<file path="src/hw/rtl/rtnb_ram.sv">
// ----------------------------------------------------------------------------
// Generic RAM
// One write port and one read port with registered read data.
// ----------------------------------------------------------------------------
module rtnb_ram #(
    parameter int WIDTH = 8,
    parameter int DEPTH = 16
) (
    input  logic                     i_clk,
    input  logic                     i_we,
    input  logic [$clog2(DEPTH)-1:0] i_waddr,
    input  logic [WIDTH-1:0]         i_wdata,
    input  logic [$clog2(DEPTH)-1:0] i_raddr,
    output logic [WIDTH-1:0]         o_rdata
);

    logic [WIDTH-1:0] r_mem [DEPTH];
    logic [WIDTH-1:0] r_rdata;

    always_ff @(posedge i_clk) begin
        if (i_we) begin
            r_mem[i_waddr] <= i_wdata;
        end
        r_rdata <= r_mem[i_raddr];
    end

    assign o_rdata = r_rdata;

endmodule

</file>
<file path="config.mk">
export PLATFORM = sky130hd
export DESIGN_NAME = rtnb_ram
export DESIGN_NICKNAME = d
export VERILOG_FILES = /design/src/hw/rtl/rtnb_ram.sv
export SDC_FILE = /design/constraint.sdc
export NUM_CORES = 1
export LEC_CHECK = 0
export ABC_AREA = 1
export ABC_CLOCK_PERIOD_IN_PS = 2600
export BUFFER_PORTS_ARGS = -buffer_cell sky130_fd_sc_hd__buf_2
export CAP_MARGIN = 20
export CORE_ASPECT_RATIO = 0.75
export CORE_MARGIN = 5
export CORE_UTILIZATION = 54
export CTS_CLUSTER_DIAMETER = 150
export CTS_CLUSTER_SIZE = 28
export DETAILED_ROUTE_END_ITERATION = 7
export PLACE_DENSITY = 0.79
export RECOVER_POWER = 100
export SYNTH_ARGS = -nofsm -noshare
export SYNTH_HDL_FRONTEND = slang
export SYNTH_SLANG_ARGS = --single-unit
export TNS_END_PERCENT = 5
</file>
<file path="constraint.sdc">
create_clock -name i_clk -period 2.6 [get_ports i_clk]
set_clock_uncertainty 0.1 [all_clocks]
set_input_delay 0 -clock i_clk [delete_from_list [all_inputs] [get_ports i_clk]]
set_output_delay 0 -clock i_clk [all_outputs]
set_load 0.02 [all_outputs]
</file>
==> summary.md <==
| Metric | Value |
|---|---|
| Synth Area in Compound Gates | 0% |
| Post-CTS Setup Inserts | 0 |
| DRC viols | 0 |
| CTS tree | yes |
| Ports | 26 |
| Row cnt | 32 |
| Slowest CP cell | clkbuf_1 |
| Cts bufs inserted | 17 |
| Core Area | 0.0104 sq mm |
| Root Driver | clkbuf_16 |
| Post-synthesis register bit count | 136 |
| Status | completed |
| Max Root-Sink Buffers | 2 |
| Layout net count | 606 |
| Max Clk Rate | 772 MHz |
| Vias per inst | 5.39 |
| Reg-to-reg critical path endpoint | o_rdata[7]$_DFF_P_ |
| Startpoint Class | primary input |
| Crit path buffers/inverters | 2 |
| RSZ-0062 raised after global routing | no |
| R2R depth | 6 |
| Top post-synthesis cells by count | nand2_1 (173), edfxtp_1 (128), inv_1 (100) |
| Number of synthesized flops with an enable pin | 128 |
| Die Y | 99.5 um |
| Worst Hold Class | primary input to register |
| Final Hold Vio Count | 0 |
| Critical path type | primary input to register |
| Vias in the first global route | 3707 |
| Die Wd | 129 um |
| Relative max-transition margin | 34.6% |
| Final instance area | 0.00657 sq mm |
| Syn avg cell area | 10.5 sq um |
| Grt total ovfl | 0 |
| Met2 WL post-DR | 6110 um |
| Crit-path max FO | 16 |
| Uppermost layer routed | met4 |
| Syn Inst Count | 551 |
| Multiplexer share of the synthesized area | 0% |
| Clk slew on worst S/H paths | 0.06 ns |
| Post-synthesis cell area | 0.00577 sq mm |
| Total Wirelength | 13000 um |
| Most common cell in the netlist | nand2_1 |
| VDD IR max | 0.000584 V |
| Reg2reg start | r_mem[3][7]$_DFFE_PP_ |
| Cell area after placement | 0.00597 sq mm |
| CTS sink cnt | 136 |
| Drt pass-1 iters | 5 |
| P per Cell Area | 763 mW/mm^2 |
| Area leader, netlist | edfxtp_1 |
| Layout area overhead | 13.9% |
| Die ar. | 0.0129 sq mm |
| Part of the Yosys area used for sequential elements | 69.4% |
| Final antenna diode count | 0 |
| Hold wc startpoint | i_raddr[2] |
| DRT iter0 DRCs | 577 |
| Syn. warnings | 0 |
| Routed len/inst | 17.7 um |
| CTS H-tree depth | 4 |
| Critical Path RT | 2.58 ns |
| Via count | 3970 |
| Final Instance Count excl. Fillers | 737 |
| Met3 WL | 1300 um |
| PortBufs | 25 |
| Post-Synth XOR/XNOR Area | 0% |
| Simple-Gate Fraction of Synth Area | 21.0% |
| GP Congestion | 0.849 |
| Tcrit/Tclk final | 49.8% |
| All-layer global routing usage | 21.5% |
| Final setup fails | 0 |
| Max Cap Violations | 0 |
| Fraction of layout cells with a size suffix above 1 | 5.99% |
| Leak pwr | 2.80 nW |
| Post-synthesis cell type count | 12 |
| Post-Synth Adder-Cell Area | 0% |
| Mapped Nets | 569 |
| DRT antenna net count | 0 |
| Top cell type's share of synthesized area | 66.7% |
| Hold Path Depth | 4 |
| Fin crit period | 1.30 ns |
| Crit-path max cell delay | 0.73 ns |
| Largest net degree at the start of global routing | 65 |
| Synth top area cells | edfxtp_1 (67%), nand2_1 (11%), nand3_1 (8.4%) |
| CP Cell Sequence | dlygate4sd3_1 -> clkbuf_1 |
| First-pass GRT wire length | 20300 um |
| Post-Route M1 WL | 5420 um |
| Cell count after placement | 696 |
| Worst Setup SP | i_wdata[0] |
| R2R Setup Slk | 1.43 ns |
| Starting Density | 55.6% |
| Max-slew violations | 0 |
| Antenna violations before repair | 0 |
| Delay-heaviest family, CP | buffers and inverters |
| Tightest Pin Transition | 0.981 ns |
| WHS Endpoint | o_rdata[4]$_DFF_P_ |
| Top FF cell, synth | edfxtp_1 |
| Fillcell total | 798 |
| Setup TNS | 0 ns |
| Arrival time at the worst endpoint | 1.27 ns |
| Post-DP HPWL | 7780 um |
| CP endpoint kind | register |
| Main combinational cell family by area after synthesis | simple AND/OR/NAND/NOR gates |
| Worst-skew pair later-pin latency | 0.42 ns |
| Asr flop ratio synth | 0% |
==> layout by cell type, fill, tap and decap left out <==
| cell | count |
|---|---|
| edfxtp_1 | 128 |
| buf_12 | 1 |
| inv_2 | 2 |
| clkbuf_8 | 4 |
| dfxtp_1 | 8 |
| buf_4 | 2 |
| nor2_1 | 17 |
| inv_1 | 100 |
| buf_2 | 7 |
| nand3b_1 | 2 |
| clkinv_2 | 2 |
| dlygate4sd3_1 | 9 |
| nand2_1 | 173 |
| bufinv_16 | 1 |
| clkbuf_16 | 17 |
| nand3_1 | 97 |
| clkbuf_1 | 31 |
==> flip-flops by register name, summed over array words and instances, names as in the netlist <==
name	cells
o_rdata	8
r_mem	128
==> per-layer routing <==
metal  vias up  track usage (%)
li1       1846                -
met1      1873             31.1
met2       234             31.9
met3        17             5.96
met4         0             6.70
met5         -                0
==> worst max path at each step <==
stage | end | slack, ns | cells past startpoint
floorplan | r_mem[10][0]$_DFFE_PP_ | 1.55 | 2
global route | r_mem[14][0]$_DFFE_PP_ | 1.29 | 2
global placement | o_rdata[3]$_DFF_P_ | 1.14 | 7
finish | r_mem[6][0]$_DFFE_PP_ | 1.30 | 2
CTS | o_rdata[7]$_DFF_P_ | 1.45 | 6
detailed placement | r_mem[15][1]$_DFFE_PP_ | 1.09 | 3
==> repair_timing <==
item	in CTS	in global routing
gates resized for setup	0	0
endpoints found under the hold margin	136	0
hold buffers	9	0
==> report_power, final <==
| group | switching (mW) | internal, mW | total, mW | leakage (nW) |
|---|---|---|---|---|
| clock | 0.825 | 1.41 | 2.24 | 0.270 |
| combinational | 0.223 | 0.0832 | 0.306 | 1.30 |
| sequential | 0.0160 | 2.45 | 2.47 | 1.22 |
| total | 1.06 | 3.95 | 5.01 | 2.80 |
==> worst reg2reg max path, stage by stage (launching register included) <==
cell	delay [ns]
edfxtp_1	0.39
inv_1	0.06
nand2_1	0.05
nand3_1	0.12
nand3_1	0.11
nand3_1	0.17
nand2_1	0.07
==> per-stage QoR <==
stage | hold WS (ns) | power (mW) | util (%) | setup WS, ns
2_1_floorplan | -0.00113 | 2.70 | - | 1.55
4_1_cts | 0.0127 | 5.03 | 63.7 | 1.45
6_report | 0.0158 | 5.01 | 63.3 | 1.30
5_1_grt | 0.0411 | 5.17 | 63.3 | 1.29
3_5_place_dp | 0.293 | 2.81 | 57.6 | 1.09
3_3_place_gp | 0.281 | 2.80 | 57.6 | 1.14
==> cell families after synthesis <==
group	count (synthesis)
DFF	136
buffers and inverters	126
and+or+nand+nor	289
==> cell type report <==
cell class | count | area (sq um) | area share (%)
multi-input cells | 289 | 1210 | 18.5
well taps | 136 | 170 | 2.59
repair buffers | 42 | 246 | 3.75
clock buffers | 29 | 510 | 7.77
flip-flops and latches | 136 | 4000 | 61.0
inverters | 102 | 383 | 5.83
clock inverters | 3 | 40.0 | 0.610
No activity file was read; power rests on OpenSTA's default activity.
