===== config.mk =====
export PLATFORM = sky130hd
export DESIGN_NAME = rtnb_sequencer_flat
export DESIGN_NICKNAME = d
export VERILOG_FILES = /design/src/hw/rtl/rtnb_pkg.sv /design/src/hw/rtl/rtnb_if.sv /design/src/hw/rtl/rtnb_sequencer.sv /design/src/flat_wrapper.sv
export SDC_FILE = /design/constraint.sdc
export NUM_CORES = 1
export LEC_CHECK = 0
export CAP_MARGIN = 20
export CORE_ASPECT_RATIO = 0.5
export CORE_MARGIN = 3
export CORE_UTILIZATION = 50
export CTS_CLUSTER_DIAMETER = 150
export DETAILED_ROUTE_END_ITERATION = 8
export DONT_BUFFER_PORTS = 1
export SLEW_MARGIN = 20
export SYNTH_ARGS = -nofsm -noshare
export SYNTH_HDL_FRONTEND = slang
export SYNTH_SLANG_ARGS = --single-unit

===== constraint.sdc =====
create_clock -name i_clk -period 30 [get_ports i_clk]
set_input_delay 4.5 -clock i_clk [delete_from_list [all_inputs] [get_ports i_clk]]
set_output_delay 4.5 -clock i_clk [all_outputs]
set_load 0.05 [all_outputs]

===== src/hw/rtl/rtnb_pkg.sv =====
// ----------------------------------------------------------------------------
// Radix tree node builder package
// Payload types, field widths and codes that are shared across the block.
// ----------------------------------------------------------------------------
package rtnb_pkg;

    localparam int POS_W     = 10;
    localparam int CODE_IN_W = 30;
    localparam int PRIM_W    = 10;
    localparam int PC_W      = 11;
    localparam int KEY_W     = 7;
    localparam int APB_AW    = 3;
    localparam int APB_DW    = 32;

    localparam logic OP_LOAD  = 1'b0;
    localparam logic OP_BUILD = 1'b1;

    // Register index, taken from paddr[2].
    localparam logic REG_POINT_COUNT = 1'b0;

    localparam logic [PC_W-1:0] PC_RESET = 11'd2;

    // Keys are the common-prefix length plus one, so a neighbour outside the
    // loaded range (prefix length of minus one) encodes as zero.
    localparam logic [KEY_W-1:0] KEY_NONE = '0;

    typedef struct packed {
        logic                 opcode;
        logic [POS_W-1:0]     position;
        logic [CODE_IN_W-1:0] morton_code;
        logic [PRIM_W-1:0]    primitive_id;
    } t_in_item;

    typedef struct packed {
        logic [POS_W-1:0]  node_index;
        logic [POS_W-1:0]  left_index;
        logic              left_is_leaf;
        logic [POS_W-1:0]  right_index;
        logic              right_is_leaf;
        logic [PRIM_W-1:0] left_primitive;
        logic [PRIM_W-1:0] right_primitive;
    } t_out_item;

    typedef struct packed {
        logic issue;
        logic in_range;
    } t_probe;

endpackage


===== src/hw/rtl/rtnb_if.sv =====
// ----------------------------------------------------------------------------
// Radix tree node builder channels
// Valid/ready channels for input items and result items.
// ----------------------------------------------------------------------------
interface rtnb_in_if;
    import rtnb_pkg::*;

    logic     valid;
    logic     ready;
    t_in_item payload;

    modport source (output valid, output payload, input ready);
    modport sink (input valid, input payload, output ready);
endinterface

interface rtnb_out_if;
    import rtnb_pkg::*;

    logic      valid;
    logic      ready;
    t_out_item payload;

    modport source (output valid, output payload, input ready);
    modport sink (input valid, input payload, output ready);
endinterface


===== src/hw/rtl/rtnb_sequencer.sv =====
// ----------------------------------------------------------------------------
// Radix tree node builder sequencer
// Runs the range, binary and split searches for one internal node.
// ----------------------------------------------------------------------------
module rtnb_sequencer #(
    parameter int MAX_POINTS = 1024,
    parameter int CODE_BITS  = 30
) (
    input  logic                          i_clk,
    input  logic                          i_rst_n,
    input  logic [$clog2(MAX_POINTS):0]   i_n,
    rtnb_in_if.sink                       i_in,
    rtnb_out_if.source                    o_out,
    output logic [$clog2(MAX_POINTS)-1:0] o_code_raddr,
    input  logic [CODE_BITS-1:0]          i_code_rdata,
    output logic [$clog2(MAX_POINTS)-1:0] o_prim_raddr,
    input  logic [rtnb_pkg::PRIM_W-1:0]   i_prim_rdata,
    output rtnb_pkg::t_probe              o_probe,
    output logic [$clog2(MAX_POINTS)-1:0] o_i,
    output logic [CODE_BITS-1:0]          o_code_i,
    input  logic [rtnb_pkg::KEY_W-1:0]    i_key
);
    import rtnb_pkg::*;

    localparam int IDX_W = $clog2(MAX_POINTS);
    localparam int NW    = IDX_W + 1;
    localparam int OW    = IDX_W + 3;
    localparam int SW    = IDX_W + 4;
    localparam int CMPW  = (POS_W > NW) ? POS_W : NW;
    localparam logic [OW-1:0] LIM = OW'(4 * MAX_POINTS);

    typedef enum logic [7:0] {
        S_IDLE = 8'b0000_0001,
        S_READ = 8'b0000_0010,
        S_CMP  = 8'b0000_0100,
        S_STEP = 8'b0000_1000,
        S_FIN  = 8'b0001_0000,
        S_PL   = 8'b0010_0000,
        S_PR   = 8'b0100_0000,
        S_PD   = 8'b1000_0000
    } t_state;

    typedef enum logic [6:0] {
        P_SELF  = 7'b000_0001,
        P_NEXT  = 7'b000_0010,
        P_PREV  = 7'b000_0100,
        P_EXP   = 7'b000_1000,
        P_BIN   = 7'b001_0000,
        P_DN    = 7'b010_0000,
        P_SPLIT = 7'b100_0000
    } t_phase;

    t_state r_state, n_state;
    t_phase r_phase, n_phase;
    logic                 r_out_valid, n_out_valid;
    logic [IDX_W-1:0]     r_i, n_i;
    logic [CODE_BITS-1:0] r_code_i, n_code_i;
    logic                 r_dneg, n_dneg;
    logic [KEY_W-1:0]     r_bound, n_bound;
    logic [OW-1:0]        r_lmax, n_lmax;
    logic [OW-1:0]        r_l, n_l;
    logic [OW-1:0]        r_t, n_t;
    logic [OW-1:0]        r_s, n_s;
    logic [IDX_W-1:0]     r_split, n_split;
    logic                 r_lleaf, n_lleaf;
    logic                 r_rleaf, n_rleaf;
    logic [PRIM_W-1:0]    r_prim_l, n_prim_l;
    t_out_item            r_out, n_out;

    logic [OW-1:0]        off;
    logic                 neg;
    logic signed [SW-1:0] i_s;
    logic signed [SW-1:0] off_s;
    logic signed [SW-1:0] b_s;
    logic signed [SW-1:0] n_s_ext;
    logic                 in_range;
    logic [CMPW-1:0]      pos_w;
    logic [CMPW-1:0]      n_m1;
    logic                 key_gt;
    logic [OW-1:0]        lmax2;
    logic [OW-1:0]        l_new;
    logic [OW-1:0]        t_new;
    logic signed [SW-1:0] l_s;
    logic signed [SW-1:0] s_s;
    logic signed [SW-1:0] j_s;
    logic signed [SW-1:0] lo_s;
    logic signed [SW-1:0] hi_s;
    logic signed [SW-1:0] sp_s;
    logic [CMPW-1:0]      node_w;
    logic [CMPW-1:0]      left_w;
    logic [CMPW-1:0]      right_w;
    logic [IDX_W-1:0]     split_p1;

    always_ff @(posedge i_clk) begin
        if (!i_rst_n) begin
            r_state     <= S_IDLE;
            r_phase     <= P_SELF;
            r_out_valid <= 1'b0;
        end else begin
            r_state     <= n_state;
            r_phase     <= n_phase;
            r_out_valid <= n_out_valid;
        end
    end

    always_ff @(posedge i_clk) begin
        r_i      <= n_i;
        r_code_i <= n_code_i;
        r_dneg   <= n_dneg;
        r_bound  <= n_bound;
        r_lmax   <= n_lmax;
        r_l      <= n_l;
        r_t      <= n_t;
        r_s      <= n_s;
        r_split  <= n_split;
        r_lleaf  <= n_lleaf;
        r_rleaf  <= n_rleaf;
        r_prim_l <= n_prim_l;
        r_out    <= n_out;
    end

    // Probe target for the current phase.
    always_comb begin
        off = '0;
        neg = 1'b0;
        unique case (r_phase)
            P_SELF: begin
                off = '0;
            end
            P_NEXT: begin
                off = OW'(1);
            end
            P_PREV: begin
                off = OW'(1);
                neg = 1'b1;
            end
            P_EXP: begin
                off = r_lmax;
                neg = r_dneg;
            end
            P_BIN: begin
                off = r_l + r_t;
                neg = r_dneg;
            end
            P_DN: begin
                off = r_l;
                neg = r_dneg;
            end
            P_SPLIT: begin
                off = r_s + r_t;
                neg = r_dneg;
            end
            default: begin
                off = '0;
            end
        endcase
    end

    assign i_s      = $signed(SW'(r_i));
    assign off_s    = $signed(SW'(off));
    assign n_s_ext  = $signed(SW'(i_n));
    assign b_s      = neg ? (i_s - off_s) : (i_s + off_s);
    assign in_range = !b_s[SW-1] && (b_s < n_s_ext);

    assign o_code_raddr     = b_s[IDX_W-1:0];
    assign o_probe.issue    = (r_state == S_READ);
    assign o_probe.in_range = in_range;
    assign o_i              = r_i;
    assign o_code_i         = r_code_i;

    assign split_p1     = r_split + IDX_W'(1);
    assign o_prim_raddr = (r_state == S_PL) ? r_split : split_p1;

    assign pos_w  = CMPW'(i_in.payload.position);
    assign n_m1   = CMPW'(i_n) - CMPW'(1);
    assign key_gt = (i_key > r_bound);
    assign lmax2  = r_lmax << 1;
    assign l_new  = key_gt ? (r_l + r_t) : r_l;
    assign t_new  = r_t >> 1;

    // Node range and split clamp.
    always_comb begin
        l_s  = $signed(SW'(r_l));
        s_s  = $signed(SW'(r_s));
        j_s  = r_dneg ? (i_s - l_s) : (i_s + l_s);
        lo_s = r_dneg ? j_s : i_s;
        hi_s = r_dneg ? i_s : j_s;
        sp_s = r_dneg ? (i_s - s_s - SW'(1)) : (i_s + s_s);
        if (sp_s < lo_s) begin
            sp_s = lo_s;
        end
        if (sp_s > hi_s - SW'(1)) begin
            sp_s = hi_s - SW'(1);
        end
    end

    assign node_w  = CMPW'(r_i);
    assign left_w  = CMPW'(r_split);
    assign right_w = CMPW'(split_p1);

    always_comb begin
        n_state     = r_state;
        n_phase     = r_phase;
        n_out_valid = r_out_valid;
        n_i         = r_i;
        n_code_i    = r_code_i;
        n_dneg      = r_dneg;
        n_bound     = r_bound;
        n_lmax      = r_lmax;
        n_l         = r_l;
        n_t         = r_t;
        n_s         = r_s;
        n_split     = r_split;
        n_lleaf     = r_lleaf;
        n_rleaf     = r_rleaf;
        n_prim_l    = r_prim_l;
        n_out       = r_out;

        if (r_out_valid && o_out.ready) begin
            n_out_valid = 1'b0;
        end

        unique case (r_state)
            S_IDLE: begin
                if (i_in.valid && (i_in.payload.opcode == OP_BUILD) && (pos_w < n_m1)) begin
                    n_i     = pos_w[IDX_W-1:0];
                    n_phase = P_SELF;
                    n_state = S_READ;
                end
            end
            S_READ: begin
                n_state = S_CMP;
            end
            S_CMP: begin
                n_state = S_STEP;
            end
            S_STEP: begin
                n_state = S_READ;
                unique case (r_phase)
                    P_SELF: begin
                        n_code_i = i_code_rdata;
                        n_phase  = P_NEXT;
                    end
                    P_NEXT: begin
                        n_bound = i_key;
                        n_phase = P_PREV;
                    end
                    P_PREV: begin
                        n_dneg  = (r_bound < i_key);
                        n_bound = (r_bound < i_key) ? r_bound : i_key;
                        n_lmax  = OW'(2);
                        n_phase = P_EXP;
                    end
                    P_EXP: begin
                        n_l = '0;
                        if (key_gt && (lmax2 < LIM)) begin
                            n_lmax = lmax2;
                        end else begin
                            n_t     = key_gt ? r_lmax : (r_lmax >> 1);
                            n_phase = P_BIN;
                        end
                    end
                    P_BIN: begin
                        n_l = l_new;
                        n_t = t_new;
                        if (t_new == '0) begin
                            if (l_new == '0) begin
                                n_dneg = 1'b0;
                                n_l    = OW'(1);
                            end
                            n_phase = P_DN;
                        end
                    end
                    P_DN: begin
                        n_bound = i_key;
                        n_t     = (r_l + OW'(1)) >> 1;
                        n_s     = '0;
                        n_phase = P_SPLIT;
                    end
                    P_SPLIT: begin
                        if (key_gt) begin
                            n_s = r_s + r_t;
                        end
                        if (r_t > OW'(1)) begin
                            n_t = (r_t + OW'(1)) >> 1;
                        end else begin
                            n_state = S_FIN;
                        end
                    end
                    default: begin
                        n_state = S_IDLE;
                    end
                endcase
            end
            S_FIN: begin
                n_split = sp_s[IDX_W-1:0];
                n_lleaf = (sp_s == lo_s);
                n_rleaf = (sp_s + SW'(1) == hi_s);
                n_state = S_PL;
            end
            S_PL: begin
                n_state = S_PR;
            end
            S_PR: begin
                n_prim_l = i_prim_rdata;
                n_state  = S_PD;
            end
            S_PD: begin
                if (!r_out_valid || o_out.ready) begin
                    n_out.node_index      = node_w[POS_W-1:0];
                    n_out.left_index      = left_w[POS_W-1:0];
                    n_out.left_is_leaf    = r_lleaf;
                    n_out.right_index     = right_w[POS_W-1:0];
                    n_out.right_is_leaf   = r_rleaf;
                    n_out.left_primitive  = r_lleaf ? r_prim_l : '0;
                    n_out.right_primitive = r_rleaf ? i_prim_rdata : '0;
                    n_out_valid           = 1'b1;
                    n_state               = S_IDLE;
                end
            end
            default: begin
                n_state = S_IDLE;
            end
        endcase
    end

    assign i_in.ready    = (r_state == S_IDLE);
    assign o_out.valid   = r_out_valid;
    assign o_out.payload = r_out;

endmodule


===== src/flat_wrapper.sv =====
// flat-port wrapper written by rule: the top's interface ports become plain ports
module rtnb_sequencer_flat import rtnb_pkg::*;
#(
    parameter int MAX_POINTS = 1024,
    parameter int CODE_BITS  = 30
)
  (i_clk, i_rst_n, i_n, o_code_raddr, i_code_rdata, o_prim_raddr, i_prim_rdata, o_probe, o_i, o_code_i, i_key, i_in_valid, i_in_payload, i_in_ready, o_out_valid, o_out_payload, o_out_ready);
  rtnb_in_if i_in_i ();
  rtnb_out_if o_out_i ();
  input  logic i_clk;
  input  logic i_rst_n;
  input  logic [$clog2(MAX_POINTS):0] i_n;
  output logic [$clog2(MAX_POINTS)-1:0] o_code_raddr;
  input  logic [CODE_BITS-1:0] i_code_rdata;
  output logic [$clog2(MAX_POINTS)-1:0] o_prim_raddr;
  input  logic [rtnb_pkg::PRIM_W-1:0] i_prim_rdata;
  output rtnb_pkg::t_probe o_probe;
  output logic [$clog2(MAX_POINTS)-1:0] o_i;
  output logic [CODE_BITS-1:0] o_code_i;
  input  logic [rtnb_pkg::KEY_W-1:0] i_key;
  input wire logic [$bits(i_in_i.valid)-1:0] i_in_valid;
  input wire logic [$bits(i_in_i.payload)-1:0] i_in_payload;
  output wire logic [$bits(i_in_i.ready)-1:0] i_in_ready;
  output wire logic [$bits(o_out_i.valid)-1:0] o_out_valid;
  output wire logic [$bits(o_out_i.payload)-1:0] o_out_payload;
  input wire logic [$bits(o_out_i.ready)-1:0] o_out_ready;
  assign i_in_i.valid = i_in_valid;
  assign i_in_i.payload = i_in_payload;
  assign i_in_ready = i_in_i.ready;
  assign o_out_valid = o_out_i.valid;
  assign o_out_payload = o_out_i.payload;
  assign o_out_i.ready = o_out_ready;
  rtnb_sequencer #(.MAX_POINTS(MAX_POINTS), .CODE_BITS(CODE_BITS)) u_core (.i_clk(i_clk), .i_rst_n(i_rst_n), .i_n(i_n), .i_in(i_in_i), .o_out(o_out_i), .o_code_raddr(o_code_raddr), .i_code_rdata(i_code_rdata), .o_prim_raddr(o_prim_raddr), .i_prim_rdata(i_prim_rdata), .o_probe(o_probe), .o_i(o_i), .o_code_i(o_code_i), .i_key(i_key));
endmodule

==> results_dict.tcl <==
set metrics [dict create \
    run_status "complete, no violations" \
    hold_start "u_core.r_split[1]" \
    grt_max_degree 85 \
    power_density_mw_per_mm2 42.68 \
    cp_top_family "compound AO/OA/AOI/OAI gates" \
    vias 12642 \
    postRouteAntennaNets 0 \
    cp_slowest_cell "nor2_1" \
    wl_per_cell_um 21.63 \
    finalMaxSlewViolations 0 \
    dpl.cell_count 1974 \
    syn_nets 1873 \
    gp_congestion 0.9365 \
    rsz0062_at_grt "no" \
    cts_tree "yes" \
    arrival_ns 7.81 \
    ys_seq_area_frac 0.3576 \
    path_common_cell "o21a_1" \
    required_ns 25.50 \
    hold_viol 0 \
    hold_class "reg -> reg" \
    coreArea_mm2 0.02967 \
    ys_types 103 \
    crit_buf_inv 0 \
    io_buffer_count 0 \
    fin_setup_tns_ns 0 \
    yosys_warnings 0 \
    relSlewSlack 0.2376 \
    grt_pass1_vias 11851 \
    vias_per_cell 6.299 \
    crit_fanout 14 \
    dp_slack_ns 18.25 \
    r2r-start "u_core.r_l[0]" \
    max_cap_viol_count 0 \
    dominantRegCellSynth "edfxtp_1" \
    synth_cells 1630 \
    die-area_mm2 0.03311 \
    startpoint "u_core.r_phase[0]" \
    clkTransAtPathRegs_ns 0.08 \
    cts_buffers 17 \
    place_hpwl_um 33350 \
    syn_avg_cell_area_um2 9.461 \
    clk_latency_ns 0.46 \
    num_rows 44 \
    drtPass1Iterations 6 \
    nets 1846 \
    synthArstFlopShare 0 \
    peakVddDrop_mv 0.04364 \
    leakage_uw 0.006358 \
    critical_path_class "reg -> out" \
    layout_min_cycle_time_ns 12.31 \
    path_cells "or3_1 -> nor3_1 -> nand2_1 -> o21ai_0 -> nor2_1 -> ha_1 -> o21ai_0 -> ha_1 -> a21o_1 -> a21o_1 -> and2_1 -> nor2_1 -> ha_1 -> o21a_1 -> o21a_1 -> o21a_1 -> o21a_1 -> o21a_1 -> o21ai_0 -> nand2b_1 -> a21oi_1 -> nor2b_1 -> a2111oi_4" \
    utilization 0.5533 \
    cp-start-kind "register" \
    grt_usage 0.2630 \
    register_area_mm2 0.005515 \
    synth-seq-cells 189 \
    p_total_uw 700.7 \
    endpoint_kind "output port" \
    antenna_found_initial 0 \
    die_h_um 130.2 \
    setup_viol 0 \
    initial_utilization 0.5197 \
    ctsResizeCount 0 \
    setup_ws_ns 17.69 \
    max_freq_mhz 81.23 \
    drive_gt1_frac 0.06745 \
    postCtsHoldBufs 0 \
    drc_errors 0 \
    dieWidth_um 254.4 \
    final.period_utilization 0.4103 \
    tightest_slew_ns 1.135 \
    area_delta_synth_final_pct 6.475 \
    multi_input_area_mm2 0.009290 \
    nFillCells 2582 \
    gr-total-overflow 0 \
    cts.sinks 189 \
    num_antenna_cells 0 \
    syn-cell-area_mm2 0.01542 \
    wl_um 43410 \
    synth_edf_count 173 \
    final_cells 2007 \
    clockRootBuffer "clkbuf_16" \
    grt_pass1_wl_um 67650 \
    first_iter_violations 1385 \
    fin_worst_skew_ns 0.009050 \
    clockBufferDepth 2 \
    slowest_delay_ns 0.76 \
    cts_max_level 4 \
    io_pins 229 \
    postCtsSetupBuffers 0 \
]
metrics by stage:
step	instance area (µm²)	hold WS [ns]
2_1_floorplan	15420	0.4577
3_3_place_gp	15810	0.4902
3_5_place_dp	15810	0.4942
4_1_cts	16410	0.5130
5_1_grt	16420	0.5313
6_report	16420	0.5073
flip-flops by register name, indices dropped and copies added (netlist names), 7 cells and up:
register              flops
u_core.o_code_i          30
u_core.o_i               10
u_core.o_out.payload     52
u_core.r_bound            7
u_core.r_l               13
u_core.r_lmax            12
u_core.r_phase            7
u_core.r_prim_l          10
u_core.r_s               13
u_core.r_split           10
u_core.r_state            8
u_core.r_t               13
cell usage in the layout (no fill, tap or decap), types with 18 or more instances in the layout:
cell,Yosys,routed
edfxtp_1,173,173
ha_1,124,124
nor2_1,124,123
nand2_1,107,107
inv_1,95,95
xnor2_1,94,94
a21oi_1,88,87
o21ai_0,58,58
nor3_1,46,46
and2_1,45,45
mux2i_1,44,44
xor2_1,40,40
nand3_1,35,35
o21a_1,34,34
a21o_1,26,26
nor2b_1,25,24
nand2b_1,24,24
buf_4,4,22
nand4_1,20,20
o211ai_1,18,18
nor4_1,18,18
kinds of logic after synthesis:
kind of cell             synth area share
AND/OR/NAND/NOR                    0.1858
AO/OA/AOI/OAI                      0.1903
multiplexers                      0.03789
buffers and inverters             0.04276
flip-flops                         0.3576
XOR/XNOR                          0.07716
adder cells (fa/ha/maj)            0.1084
report_power, final:
| part | switching [µW] | internal [µW] | total [µW] |
|---|---|---|---|
| sequential | 8.48 | 289 | 297 |
| clock | 117 | 112 | 229 |
| combinational | 109 | 65.4 | 174 |
per-layer routing:
metal  vias to the layer above  share of wire  track usage
met1                      6092           0.48       0.3815
met2                       468           0.44       0.4112
met5                         -              0            0
met4                         0          0.018      0.06460
met3                        57          0.066      0.04382
li1                       6025              -            -
area by class of cell:
class / instances / area share
Clock inverter: 15 / 0.01059
Sequential cell: 189 / 0.3359
Inverter: 96 / 0.02195
Timing Repair Buffer: 22 / 0.01006
Tap cell: 391 / 0.02979
Multi-Input combinational cell: 1277 / 0.5658
Clock buffer: 17 / 0.02591
final timing paths:
path         slack (ns)                       end  cells after the start
max               17.69                o_probe[0]                     23
min                0.51  u_core.o_out.payload[33]                      0
max reg2reg       19.48            u_core.r_rleaf                     34
min reg2reg        0.51  u_core.o_out.payload[33]                      0
synth_stat cells, drive strengths merged (8+ instances only):
master     n  share of area
buf       31          0.010
a21oi     88          0.029
nor4      18         0.0073
dfxtp     16          0.021
inv       96          0.023
nor3b      9         0.0044
nand2b    24         0.0097
nand4     20         0.0081
o21a      34          0.017
and3      17         0.0069
o211ai    20          0.010
xor2      40          0.023
o21bai     8         0.0039
nand3     37          0.013
a211oi    21          0.012
o31ai     13         0.0072
nor2     125          0.031
mux2       8         0.0061
and2      48          0.020
a211o      8         0.0045
nor4b     10         0.0061
nand2    107          0.026
a22oi      9         0.0044
ha       124           0.10
a21boi    10         0.0049
a2111oi    8         0.0054
o221ai     9         0.0051
a21o      26          0.013
or4       12         0.0061
or2       12         0.0049
nor3      48          0.016
o21ai     66          0.022
or3       17         0.0069
o211a      8         0.0052
nor2b     25          0.010
mux2i     47          0.032
xnor2     95          0.054
edfxtp   173           0.34
a31oi     14         0.0065
clkbuf    37         0.0090
Note: power is estimated with default switching activity, not from simulation.
