==> config.mk <==
export PLATFORM = sky130hd
export DESIGN_NAME = rtnb_prefix_unit
export DESIGN_NICKNAME = d
export VERILOG_FILES = /design/src/hw/rtl/rtnb_pkg.sv /design/src/hw/rtl/rtnb_prefix_unit.sv
export SDC_FILE = /design/constraint.sdc
export NUM_CORES = 1
export LEC_CHECK = 0
export BUFFER_PORTS_ARGS = -buffer_cell sky130_fd_sc_hd__buf_2
export CAP_MARGIN = 20
export CELL_PAD_IN_SITES_DETAIL_PLACEMENT = 1
export CELL_PAD_IN_SITES_GLOBAL_PLACEMENT = 2
export CORE_MARGIN = 1
export CORE_UTILIZATION = 25
export CTS_CLUSTER_DIAMETER = 150
export DETAILED_ROUTE_END_ITERATION = 8
export GPL_ROUTABILITY_DRIVEN = 1
export PLACE_DENSITY = 0.85
export SKIP_LAST_GASP = 1
export SYNTH_ARGS = -nofsm -noshare
export SYNTH_HDL_FRONTEND = slang
export SYNTH_SLANG_ARGS = --single-unit
==> constraint.sdc <==
create_clock -name i_clk -period 3.15 [get_ports i_clk]
set_input_delay 0.1575 -clock i_clk [delete_from_list [all_inputs] [get_ports i_clk]]
set_output_delay 0.1575 -clock i_clk [all_outputs]
set_load 0.02 [all_outputs]
==> src/hw/rtl/rtnb_pkg.sv <==
// ----------------------------------------------------------------------------
// Radix tree node builder package
// Payload types, field widths and codes that are shared across the block.
// ----------------------------------------------------------------------------
package rtnb_pkg;

    localparam int POS_W     = 10;
    localparam int CODE_IN_W = 30;
    localparam int PRIM_W    = 10;
    localparam int PC_W      = 11;
    localparam int KEY_W     = 7;
    localparam int APB_AW    = 3;
    localparam int APB_DW    = 32;

    localparam logic OP_LOAD  = 1'b0;
    localparam logic OP_BUILD = 1'b1;

    // Register index, taken from paddr[2].
    localparam logic REG_POINT_COUNT = 1'b0;

    localparam logic [PC_W-1:0] PC_RESET = 11'd2;

    // Keys are the common-prefix length plus one, so a neighbour outside the
    // loaded range (prefix length of minus one) encodes as zero.
    localparam logic [KEY_W-1:0] KEY_NONE = '0;

    typedef struct packed {
        logic                 opcode;
        logic [POS_W-1:0]     position;
        logic [CODE_IN_W-1:0] morton_code;
        logic [PRIM_W-1:0]    primitive_id;
    } t_in_item;

    typedef struct packed {
        logic [POS_W-1:0]  node_index;
        logic [POS_W-1:0]  left_index;
        logic              left_is_leaf;
        logic [POS_W-1:0]  right_index;
        logic              right_is_leaf;
        logic [PRIM_W-1:0] left_primitive;
        logic [PRIM_W-1:0] right_primitive;
    } t_out_item;

    typedef struct packed {
        logic issue;
        logic in_range;
    } t_probe;

endpackage

==> src/hw/rtl/rtnb_prefix_unit.sv <==
// ----------------------------------------------------------------------------
// Radix tree node builder prefix unit
// Shared compare stage: turns a probed code into a common-prefix key.
// ----------------------------------------------------------------------------
module rtnb_prefix_unit #(
    parameter int IDX_W     = 10,
    parameter int CODE_BITS = 30
) (
    input  logic                     i_clk,
    input  rtnb_pkg::t_probe         i_probe,
    input  logic [IDX_W-1:0]         i_a,
    input  logic [IDX_W-1:0]         i_b,
    input  logic [CODE_BITS-1:0]     i_code_a,
    input  logic [CODE_BITS-1:0]     i_code_b,
    output logic [rtnb_pkg::KEY_W-1:0] o_key
);
    import rtnb_pkg::*;

    localparam int LZC_W = $clog2(CODE_BITS + 1);
    localparam int LZI_W = $clog2(IDX_W + 1);
    localparam logic [KEY_W-1:0] DIFF_BASE = KEY_W'(65 - CODE_BITS);
    localparam logic [KEY_W-1:0] EQ_BASE   = KEY_W'(97 - IDX_W);

    logic [IDX_W-1:0]     r_b;
    logic                 r_in_range;
    logic [KEY_W-1:0]     r_key;
    logic [KEY_W-1:0]     n_key;
    logic [CODE_BITS-1:0] code_x;
    logic [IDX_W-1:0]     idx_x;
    logic [LZC_W-1:0]     lz_code;
    logic [LZI_W-1:0]     lz_idx;

    always_ff @(posedge i_clk) begin
        if (i_probe.issue) begin
            r_b        <= i_b;
            r_in_range <= i_probe.in_range;
        end
        r_key <= n_key;
    end

    assign code_x = i_code_a ^ i_code_b;
    assign idx_x  = i_a ^ r_b;

    always_comb begin
        lz_code = LZC_W'(CODE_BITS);
        for (int k = 0; k < CODE_BITS; k++) begin
            if (code_x[k]) begin
                lz_code = LZC_W'(CODE_BITS - 1 - k);
            end
        end
    end

    always_comb begin
        lz_idx = LZI_W'(IDX_W);
        for (int k = 0; k < IDX_W; k++) begin
            if (idx_x[k]) begin
                lz_idx = LZI_W'(IDX_W - 1 - k);
            end
        end
    end

    // Equal codes fall back on the index distance so duplicates stay ordered.
    always_comb begin
        if (!r_in_range) begin
            n_key = KEY_NONE;
        end else if (code_x != '0) begin
            n_key = DIFF_BASE + KEY_W'(lz_code);
        end else begin
            n_key = EQ_BASE + KEY_W'(lz_idx);
        end
    end

    assign o_key = r_key;

endmodule

==> results.tsv, run 1 <==
stage	metric	value	unit
logic_synthesis	ys async rst share	0	%
floorplanning	Chip Height	82.3	µm
sta	Rel. slew slack	68.4	%
floorplanning	IO Pins	90	
sta	worst-margin pin slew	473	ps
layout	Layout Utilization	36.3	%
layout	nets	342	
routing	residual DRC count	0	
logic_synthesis	post-synthesis register bit count	18	
placed_design	placed cell areas	2150	µm²
worst_setup_path	CP startpoint kind	input port	
sta	setup violators final	0	
grt	Total Routing Usage GR	13.5	%
worst_setup_path	CP max stage cell	o31ai_1	
worst_setup_path	Worst EP arrival	2300	ps
sta	clock period minus worst slack	2110	ps
cts	Resize count post-CTS	0	
sta	endpoints failing hold	0	
cts	TritonCTS clock tree	done	
power_and_ir_drop	Psw	0.000238	W
layout	share of cells above drive strength 1	43.0	%
grt	first-pass GRT wire length	7.16	mm
sta	setup_tns	0	ps
worst_setup_path	Max stage delay on crit path	450	ps
placed_design	routability cong.	0.757	
routing	First-pass DRT Iterations	4	
power_and_ir_drop	sequential share of power	38.7	%
logic_synthesis	Netlist Area Pre-Place	1610	µm²
cts	clock-pin slew on the worst setup and hold paths	70	ps
logic_synthesis	Cells after Synth	163	
sta	Final Cycle Share	67.0	%
layout	area delta synth->final	36.2	%
cts	Max clock buf depth	2	
routing	antenna-violating nets left	0	
power_and_ir_drop	cell-internal power	0.000480	W
worst_setup_path	Worst Path Max Fanout	4	
sta	clk_skew	2.96	ps
routing	vias	1543	
cts	Post-CTS Setup Bufs	0	
logic_synthesis	top-count cell post-synth	xor2_1	
power_and_ir_drop	PwrDens	327	nW/µm²
logic_synthesis	top cell type's share of synthesized area	20.5	%
hold_path	HP Start	i_b[3]	
worst_setup_path	CP Class	input port to register	
floorplanning	die width	82.3	µm
power_and_ir_drop	Leak	0.960	nW
layout	Design Area, Final	2200	µm²
worst_setup_path	CP required	3340	ps
routing	final WL	4.41	mm
grt	largest net degree at the start of global routing	12	
sta	fin. max-slew vios	0	
floorplanning	cell row count	28	
power_and_ir_drop	Clk network pwr share	22.4	%
grt	Congestion Overflow GR	0	
worst_setup_path	CP Capture Type	register	
sta	Fmax	474	MHz
run	Max-Cap Viols	0	
placed_design	port bufs	89	
logic_synthesis	Post-synth EDFFs	11	
logic_synthesis	dominant cells by area after synthesis	edfxtp_1 20%, xor2_1 16%, dfxtp_1 8.7%	
cts	H-tree levels	1	
logic_synthesis	cell taking the most area after synthesis	edfxtp_1	
logic_synthesis	Commonest cells post-synth	30 x xor2_1, 15 x xnor2_1, 14 x nor2_1	
floorplanning	CORE AREA	6060	µm²
layout	n_diodes	0	
logic_synthesis	Synth Flop Type	edfxtp_1	
logic_synthesis	Ys Warns	0	
status	status	finished clean	
hold_path	Hold Crit Class	input port to register	
logic_synthesis	register area share after synthesis	29.2	%
worst_setup_path	Setup crit start	i_code_b[1]	
logic_synthesis	Synthesized Nets	248	
worst_setup_path	R2R Path Start	r_b[3]$_DFFE_PP_	
logic_synthesis	syn_area_per_cell	9.89	µm²
floorplanning	Initial Util	26.6	%
power_and_ir_drop	Switching Fraction	33.2	%
power_and_ir_drop	VDD IR max	0.199	mV
floorplanning	die area	6780	µm²
routing	WL per Instance	13.3	µm
cts	CTS Buf Count	3	
worst_setup_path	CP Cell Sequence	buf_2 -> xnor2_2 -> a211oi_1 -> o311ai_1 -> a311oi_1 -> o31ai_1 -> inv_1 -> ha_1 -> mux2_1 -> nor2_1	
logic_synthesis	Distinct cells, synth	54	
cts	Worst-Skew Late Latency	250	ps
power_and_ir_drop	Gate power share	38.9	%
routing	Starting DRT DRC Count	42	
placed_design	hpwl dp	3.83	mm
cts	CTS Hold Bufs	0	
sta	RSZ-0062 raised after global routing	no	
cts	Root Buffer	clkbuf_8	
routing	Vias/cell	4.66	
grt	vias in the first global route	1636	
cts	TritonCTS Sinks	18	
grt	initial antenna violation count	0	
## cell type report
cell class	count	area, µm²
clock buffer	3	41.3
clock inverter	1	3.75
timing repair buffer	89	445
fill	752	3860
sequential	18	470
multi-input combinational	141	1130
inverter	4	15.0
tap	75	93.8
## layout by cell type, fill, tap and decap left out, types with 3 or more instances in the layout
cell type | synthesis | routed
a21oi_1 | 8 | 8
buf_2 | 0 | 89
clkbuf_8 | 0 | 3
dfxtp_1 | 7 | 7
edfxtp_1 | 11 | 11
inv_1 | 4 | 4
nand2_1 | 7 | 7
nand2b_1 | 3 | 3
nor2_1 | 14 | 14
nor4_2 | 3 | 3
o211ai_1 | 3 | 3
o21a_1 | 4 | 4
o21ai_0 | 4 | 4
xnor2_1 | 15 | 15
xor2_1 | 30 | 30
## cell families (layout without fill, tap and decap cells)
kind of cell	after synthesis	in the layout	share of synthesized area, %
xor+xnor	49	49	28.5
simple gates	46	46	19.8
compound gates	42	42	18.8
flops	18	18	29.2
buf+inv	4	97	0.931
fa+ha+maj	2	2	1.55
mux	2	2	1.32
## layer usage
layer  routed length, µm  part of all wire [%]  global-route usage (%)  vias up
li1                    -                     -                       -      791
met1                1980                    45                    16.9      708
met2                2180                    49                    24.5       42
met3                 231                   5.2                    2.42        2
met4                  21                  0.48                    1.93        0
met5                   0                     0                       0        -
## worst max-delay path: cells and delay by family
kind,cells,cell delay (ps)
xor gates and xnor gates,1,250
and+or+nand+nor,1,90
adders and majority gates,1,310
buffers and inverters,2,200
muxes,1,300
AOI/OAI and AO/OA,4,970
## per-stage QoR
step	hold slack (ps)	worst slack (ps)	power, W	std cells
2_1_floorplan	256	1120	0.000453	163
3_3_place_gp	335	834	0.000557	327
3_5_place_dp	337	766	0.000563	327
4_1_cts	72.3	1010	0.000729	331
5_1_grt	66.5	821	0.000769	331
6_report	78.5	1040	0.000719	331
## path summary, 6_finish.rpt
check,end,slack [ps],cells after the start
setup / recovery,o_key[1]$_SDFF_PN0_,1040,10
hold / removal,r_b[3]$_DFFE_PP_,80,1
setup reg to reg,o_key[1]$_SDFF_PN0_,1210,7
hold reg to reg,o_key[5]$_SDFF_PN0_,530,1
## power by group through the flow
stage | sequential [W] | combinational (W) | clock [W]
2_1_floorplan | 0.000292 | 0.000161 | 0
3_3_place_gp | 0.000283 | 0.000273 | 0
3_5_place_dp | 0.000283 | 0.000280 | 0
4_1_cts | 0.000279 | 0.000282 | 0.000169
5_1_grt | 0.000280 | 0.000310 | 0.000179
6_report | 0.000278 | 0.000279 | 0.000161
## flip-flops by register name, indices dropped and copies added, names as in the netlist
| signal | cells |
|---|---|
| r_b | 10 |
| o_key | 7 |
| r_in_range | 1 |
Power figures use the tool's default switching activity.
==> run 2, diff against run 1 <==
==> constraint.sdc (replaced) <==
create_clock -name i_clk -period 1.95 [get_ports i_clk]
set_input_delay 0.0975 -clock i_clk [delete_from_list [all_inputs] [get_ports i_clk]]
set_output_delay 0.0975 -clock i_clk [all_outputs]
set_load 0.02 [all_outputs]
==> results.tsv, run 2 (synthesis results as in run 1) <==
stage	metric	value	unit
layout	area delta synth->final	55.5	%
cts	H-tree levels	1	
power_and_ir_drop	Leak	1.13	nW
sta	endpoints failing hold	0	
worst_setup_path	CP Cell Sequence	xnor2_2 -> a21oi_2 -> a21oi_1 -> or3_4 -> ha_2 -> xor2_1 -> mux2i_1 -> nor2_1	
routing	residual DRC count	0	
worst_setup_path	Worst EP arrival	2030	ps
grt	Congestion Overflow GR	0	
worst_setup_path	CP Class	register to register	
placed_design	routability cong.	0.724	
layout	Post-Layout Cell Count	360	
sta	clock period minus worst slack	1880	ps
routing	final WL	4.78	mm
layout	most common cell after layout, fill and taps aside	buf_2	
cts	CTS Buf Count	3	
worst_setup_path	Worst Path Max Fanout	4	
grt	first-pass GRT wire length	7.64	mm
layout	most frequent cells in the layout	89 x buf_2, 29 x buf_4, 27 x xor2_1	
grt	vias in the first global route	1779	
cts	TritonCTS clock tree	done	
layout	Layout Utilization	41.4	%
layout	# fillers	746	
layout	n_diodes	0	
routing	Vias/cell	4.66	
grt	largest net degree at the start of global routing	12	
layout	share of cells above drive strength 1	53.7	%
layout	nets	371	
status	status	finished clean	
grt	initial antenna violation count	0	
sta	fin. max-slew vios	0	
cts	Worst-Skew Late Latency	260	ps
worst_setup_path	CP startpoint kind	register	
sta	clk_skew	11.3	ps
floorplanning	cell row count	28	
hold_path	Hold Crit Class	input port to register	
routing	First-pass DRT Iterations	4	
floorplanning	IO Pins	90	
power_and_ir_drop	VDD IR max	0.333	mV
worst_setup_path	CP required	2100	ps
worst_setup_path	CP Capture Type	register	
cts	clock-pin slew on the worst setup and hold paths	80	ps
sta	Fmax	531	MHz
worst_setup_path	CP max stage cell	edfxtp_1	
cts	Max clock buf depth	2	
cts	Root Buffer	clkbuf_8	
placed_design	port bufs	89	
sta	RSZ-0062 raised after global routing	yes	
floorplanning	CORE AREA	6060	µm²
placed_design	hpwl dp	4.08	mm
run	Max-Cap Viols	0	
floorplanning	die width	82.3	µm
routing	WL per Instance	13.3	µm
sta	final worst slack	66.7	ps
sta	Final Cycle Share	96.6	%
sta	setup violators final	0	
floorplanning	die area	6780	µm²
layout	max reg flops	10	
layout	largest register by flop count	r_b	
sta	setup_tns	0	ps
grt	Total Routing Usage GR	14.5	%
sta	worst-margin pin slew	470	ps
sta	Rel. slew slack	68.5	%
floorplanning	Chip Height	82.3	µm
placed_design	Inst Count DP	353	
routing	Starting DRT DRC Count	29	
placed_design	dpl ws	-216	ps
floorplanning	Initial Util	26.6	%
cts	TritonCTS Sinks	18	
power_and_ir_drop	PwrDens	514	nW/µm²
routing	antenna-violating nets left	0	
routing	vias	1678	
worst_setup_path	Max stage delay on crit path	410	ps
run 2: changes by cell type in the layout (fill, tap and decap cells not counted), sizes merged:
cell / previous run / this run
buf: 89 / 118
run 2: where the power goes:
part	internal, W	switching, W	leakage, nW	total, W
Combinational	0.000279	0.000289	0.944	0.000569
Clock	0.000140	0.000129	0.0231	0.000270
Sequential	0.000437	0.0000146	0.165	0.000452
Total	0.000856	0.000433	1.13	0.00129
run 2: stage by stage:
step                      total power (W)  hold slack [ps]  cell area (µm²)
after floorplan                  0.000733              196             1620
after global placement           0.000971              275             2350
after detailed placement         0.000986              276             2350
after CTS                         0.00128             5.59             2420
final                             0.00129             8.88             2510
after global routing              0.00137             6.38             2510
run 2: repair_timing:
action / 4_1_cts / 5_1_grt
buffers inserted: 1 / 2
hold buffers: 0 / 0
pin swaps: 1 / 11
setup endpoints to repair: 2 / 4
resized for setup: 4 / 12
run 2: area by class of cell:
| cell class | count | area, µm² | area share (%) |
|---|---|---|---|
| clock inverters | 1 | 3.75 | 0.150 |
| flip-flops and latches | 18 | 470 | 18.8 |
| clock buffers | 3 | 41.3 | 1.65 |
| repair buffers | 118 | 663 | 26.4 |
| inverters | 4 | 15.0 | 0.599 |
| multi-input cells | 141 | 1220 | 48.7 |
| well taps | 75 | 93.8 | 3.74 |
run 2: layer usage:
| layer | up-vias | track usage, % | routed length [µm] |
|---|---|---|---|
| met1 | 791 | 16.4 | 2050 |
| met5 | - | 0 | 0 |
| li1 | 844 | - | - |
| met3 | 3 | 2.09 | 223 |
| met2 | 40 | 28.7 | 2500 |
| met4 | 0 | 2.11 | 10 |
run 2: worst paths after layout:
kind,startpoint,slack (ps),end,depth (start not counted)
setup / recovery,r_b[4]$_DFFE_PP_,70,o_key[2]$_SDFF_PN0_,8
hold / removal,i_b[2],9,r_b[2]$_DFFE_PP_,1
setup reg to reg,r_b[4]$_DFFE_PP_,70,o_key[2]$_SDFF_PN0_,8
hold reg to reg,r_in_range$_DFFE_PP_,540,o_key[5]$_SDFF_PN0_,1
run 2: critical path, delay by kind of cell (launching register included):
| kind | cells | cell delay (ps) |
|---|---|---|
| flip-flops | 1 | 410 |
| AND/OR/NAND/NOR | 2 | 400 |
| XOR/XNOR | 2 | 350 |
| adder cells (fa/ha/maj) | 1 | 190 |
| multiplexers | 1 | 170 |
| AO/OA/AOI/OAI | 2 | 260 |
==> run 3, diff against run 2 <==
--- a/config.mk
+++ b/config.mk
@@ -9,7 +9,7 @@
 export CAP_MARGIN = 20
 export CELL_PAD_IN_SITES_DETAIL_PLACEMENT = 1
 export CELL_PAD_IN_SITES_GLOBAL_PLACEMENT = 2
-export CORE_MARGIN = 1
+export CORE_MARGIN = 8
 export CORE_UTILIZATION = 25
 export CTS_CLUSTER_DIAMETER = 150
 export DETAILED_ROUTE_END_ITERATION = 8
==> results.tsv, run 3 (synthesis results as in run 1) <==
stage	metric	value	unit
layout	area delta synth->final	58.7	%
worst_setup_path	CP Class	register to register	
worst_setup_path	CP startpoint kind	register	
floorplanning	Chip Height	96.3	µm
grt	first-pass GRT wire length	8.27	mm
routing	antenna-violating nets left	0	
power_and_ir_drop	VDD IR max	0.285	mV
layout	most frequent cells in the layout	89 x buf_2, 31 x buf_4, 26 x xor2_1	
routing	WL per Instance	15.3	µm
layout	nets	373	
floorplanning	die width	96.3	µm
sta	setup violators final	0	
layout	most common cell after layout, fill and taps aside	buf_2	
routing	First-pass DRT Iterations	2	
cts	Root Buffer	clkbuf_8	
sta	worst-margin pin slew	411	ps
cts	H-tree levels	1	
sta	Rel. slew slack	72.5	%
grt	Total Routing Usage GR	11.2	%
layout	largest register by flop count	r_b	
layout	max reg flops	10	
routing	final WL	5.56	mm
floorplanning	CORE AREA	6310	µm²
cts	TritonCTS Sinks	18	
floorplanning	Initial Util	25.5	%
layout	Post-Layout Cell Count	364	
worst_setup_path	CP Capture Type	register	
sta	final worst slack	55.8	ps
power_and_ir_drop	Leak	1.14	nW
routing	Starting DRT DRC Count	44	
layout	share of cells above drive strength 1	55.4	%
power_and_ir_drop	PwrDens	513	nW/µm²
routing	residual DRC count	0	
placed_design	placed cell areas	2380	µm²
power_and_ir_drop	PnR Total Power	0.00131	W
sta	fin. max-slew vios	0	
placed_design	dpl ws	-245	ps
layout	Design Area, Final	2560	µm²
routing	Vias/cell	4.64	
sta	RSZ-0062 raised after global routing	yes	
placed_design	Inst Count DP	358	
placed_design	routability cong.	0.772	
floorplanning	cell row count	29	
grt	vias in the first global route	1852	
sta	clock period minus worst slack	1890	ps
sta	Final Cycle Share	97.1	%
cts	Worst-Skew Late Latency	250	ps
worst_setup_path	Worst Path Max Fanout	3	
sta	Fmax	528	MHz
sta	clk_skew	0.801	ps
worst_setup_path	CP required	2130	ps
cts	CTS Buf Count	3	
worst_setup_path	Worst EP arrival	2070	ps
grt	Congestion Overflow GR	0	
status	status	finished clean	
layout	n_diodes	0	
cts	Max clock buf depth	2	
layout	# fillers	767	
grt	initial antenna violation count	0	
floorplanning	IO Pins	90	
floorplanning	die area	9280	µm²
sta	endpoints failing hold	0	
placed_design	hpwl dp	4.68	mm
grt	largest net degree at the start of global routing	12	
hold_path	Hold Crit Class	input port to register	
cts	TritonCTS clock tree	done	
cts	clock-pin slew on the worst setup and hold paths	70	ps
routing	vias	1688	
run	Max-Cap Viols	0	
placed_design	port bufs	89	
run 3: cell count changes in the layout (fill, tap and decap cells not counted), sizes merged:
cell    change
buf         +2
clkbuf      +1
clkinv      -1
run 3: per-stage QoR:
step,TNS [ps],utilization (%),hold slack [ps]
global route,-65.6,40.5,6.52
finish,0,40.5,16.4
detailed placement,-752,37.7,276
global placement,-642,37.7,275
floorplan,0,-,196
CTS,0,38.6,16.3
run 3: where the power goes:
group	total, W	switching (W)	internal, W
Sequential	0.000455	0.0000173	0.000437
Clock	0.000269	0.000124	0.000145
Combinational	0.000590	0.000299	0.000291
Total	0.00131	0.000440	0.000874
run 3: critical path, stage by stage (launching register included):
cell and delay, ps:
edfxtp_1 420, xor2_1 280, nand2b_1 150, a31oi_1 50
o21ai_2 210, a21o_2 180, or3b_1 380, a31oi_1 150
run 3: final cells by class:
cell class                      count  area (µm²)  share of cell area, %
Inverter                            4        15.0                  0.587
Tap cell                           77        96.3                   3.76
Clock buffer                        4        45.0                   1.76
Sequential cell                    18         470                   18.4
Multi-Input combinational cell    141        1250                   49.0
Timing Repair Buffer              120         678                   26.5
run 3: metal layers:
layer	up-vias	wire length, µm	GRT usage [%]
met5	-	0	0
met4	0	55	2.77
li1	844	-	-
met2	42	2780	20.4
met1	796	2370	12.9
met3	6	344	2.34
run 3: path summary, 6_finish.rpt:
path | end | slack [ps] | start | cells past startpoint
worst max-delay path | o_key[3]$_SDFF_PN0_ | 60 | r_b[5]$_DFFE_PP_ | 7
worst max register to register | o_key[3]$_SDFF_PN0_ | 60 | r_b[5]$_DFFE_PP_ | 7
worst min register to register | o_key[5]$_SDFF_PN0_ | 550 | r_in_range$_DFFE_PP_ | 1
worst min-delay path | r_b[9]$_DFFE_PP_ | 20 | i_b[9] | 1
run 3: timing repair:
item,CTS,global route
endpoints found under the setup margin,2,4
hold endpoints to repair,0,0
pin swaps,0,9
hold buffers,0,0
gates resized for setup,1,20
buffers inserted,1,1
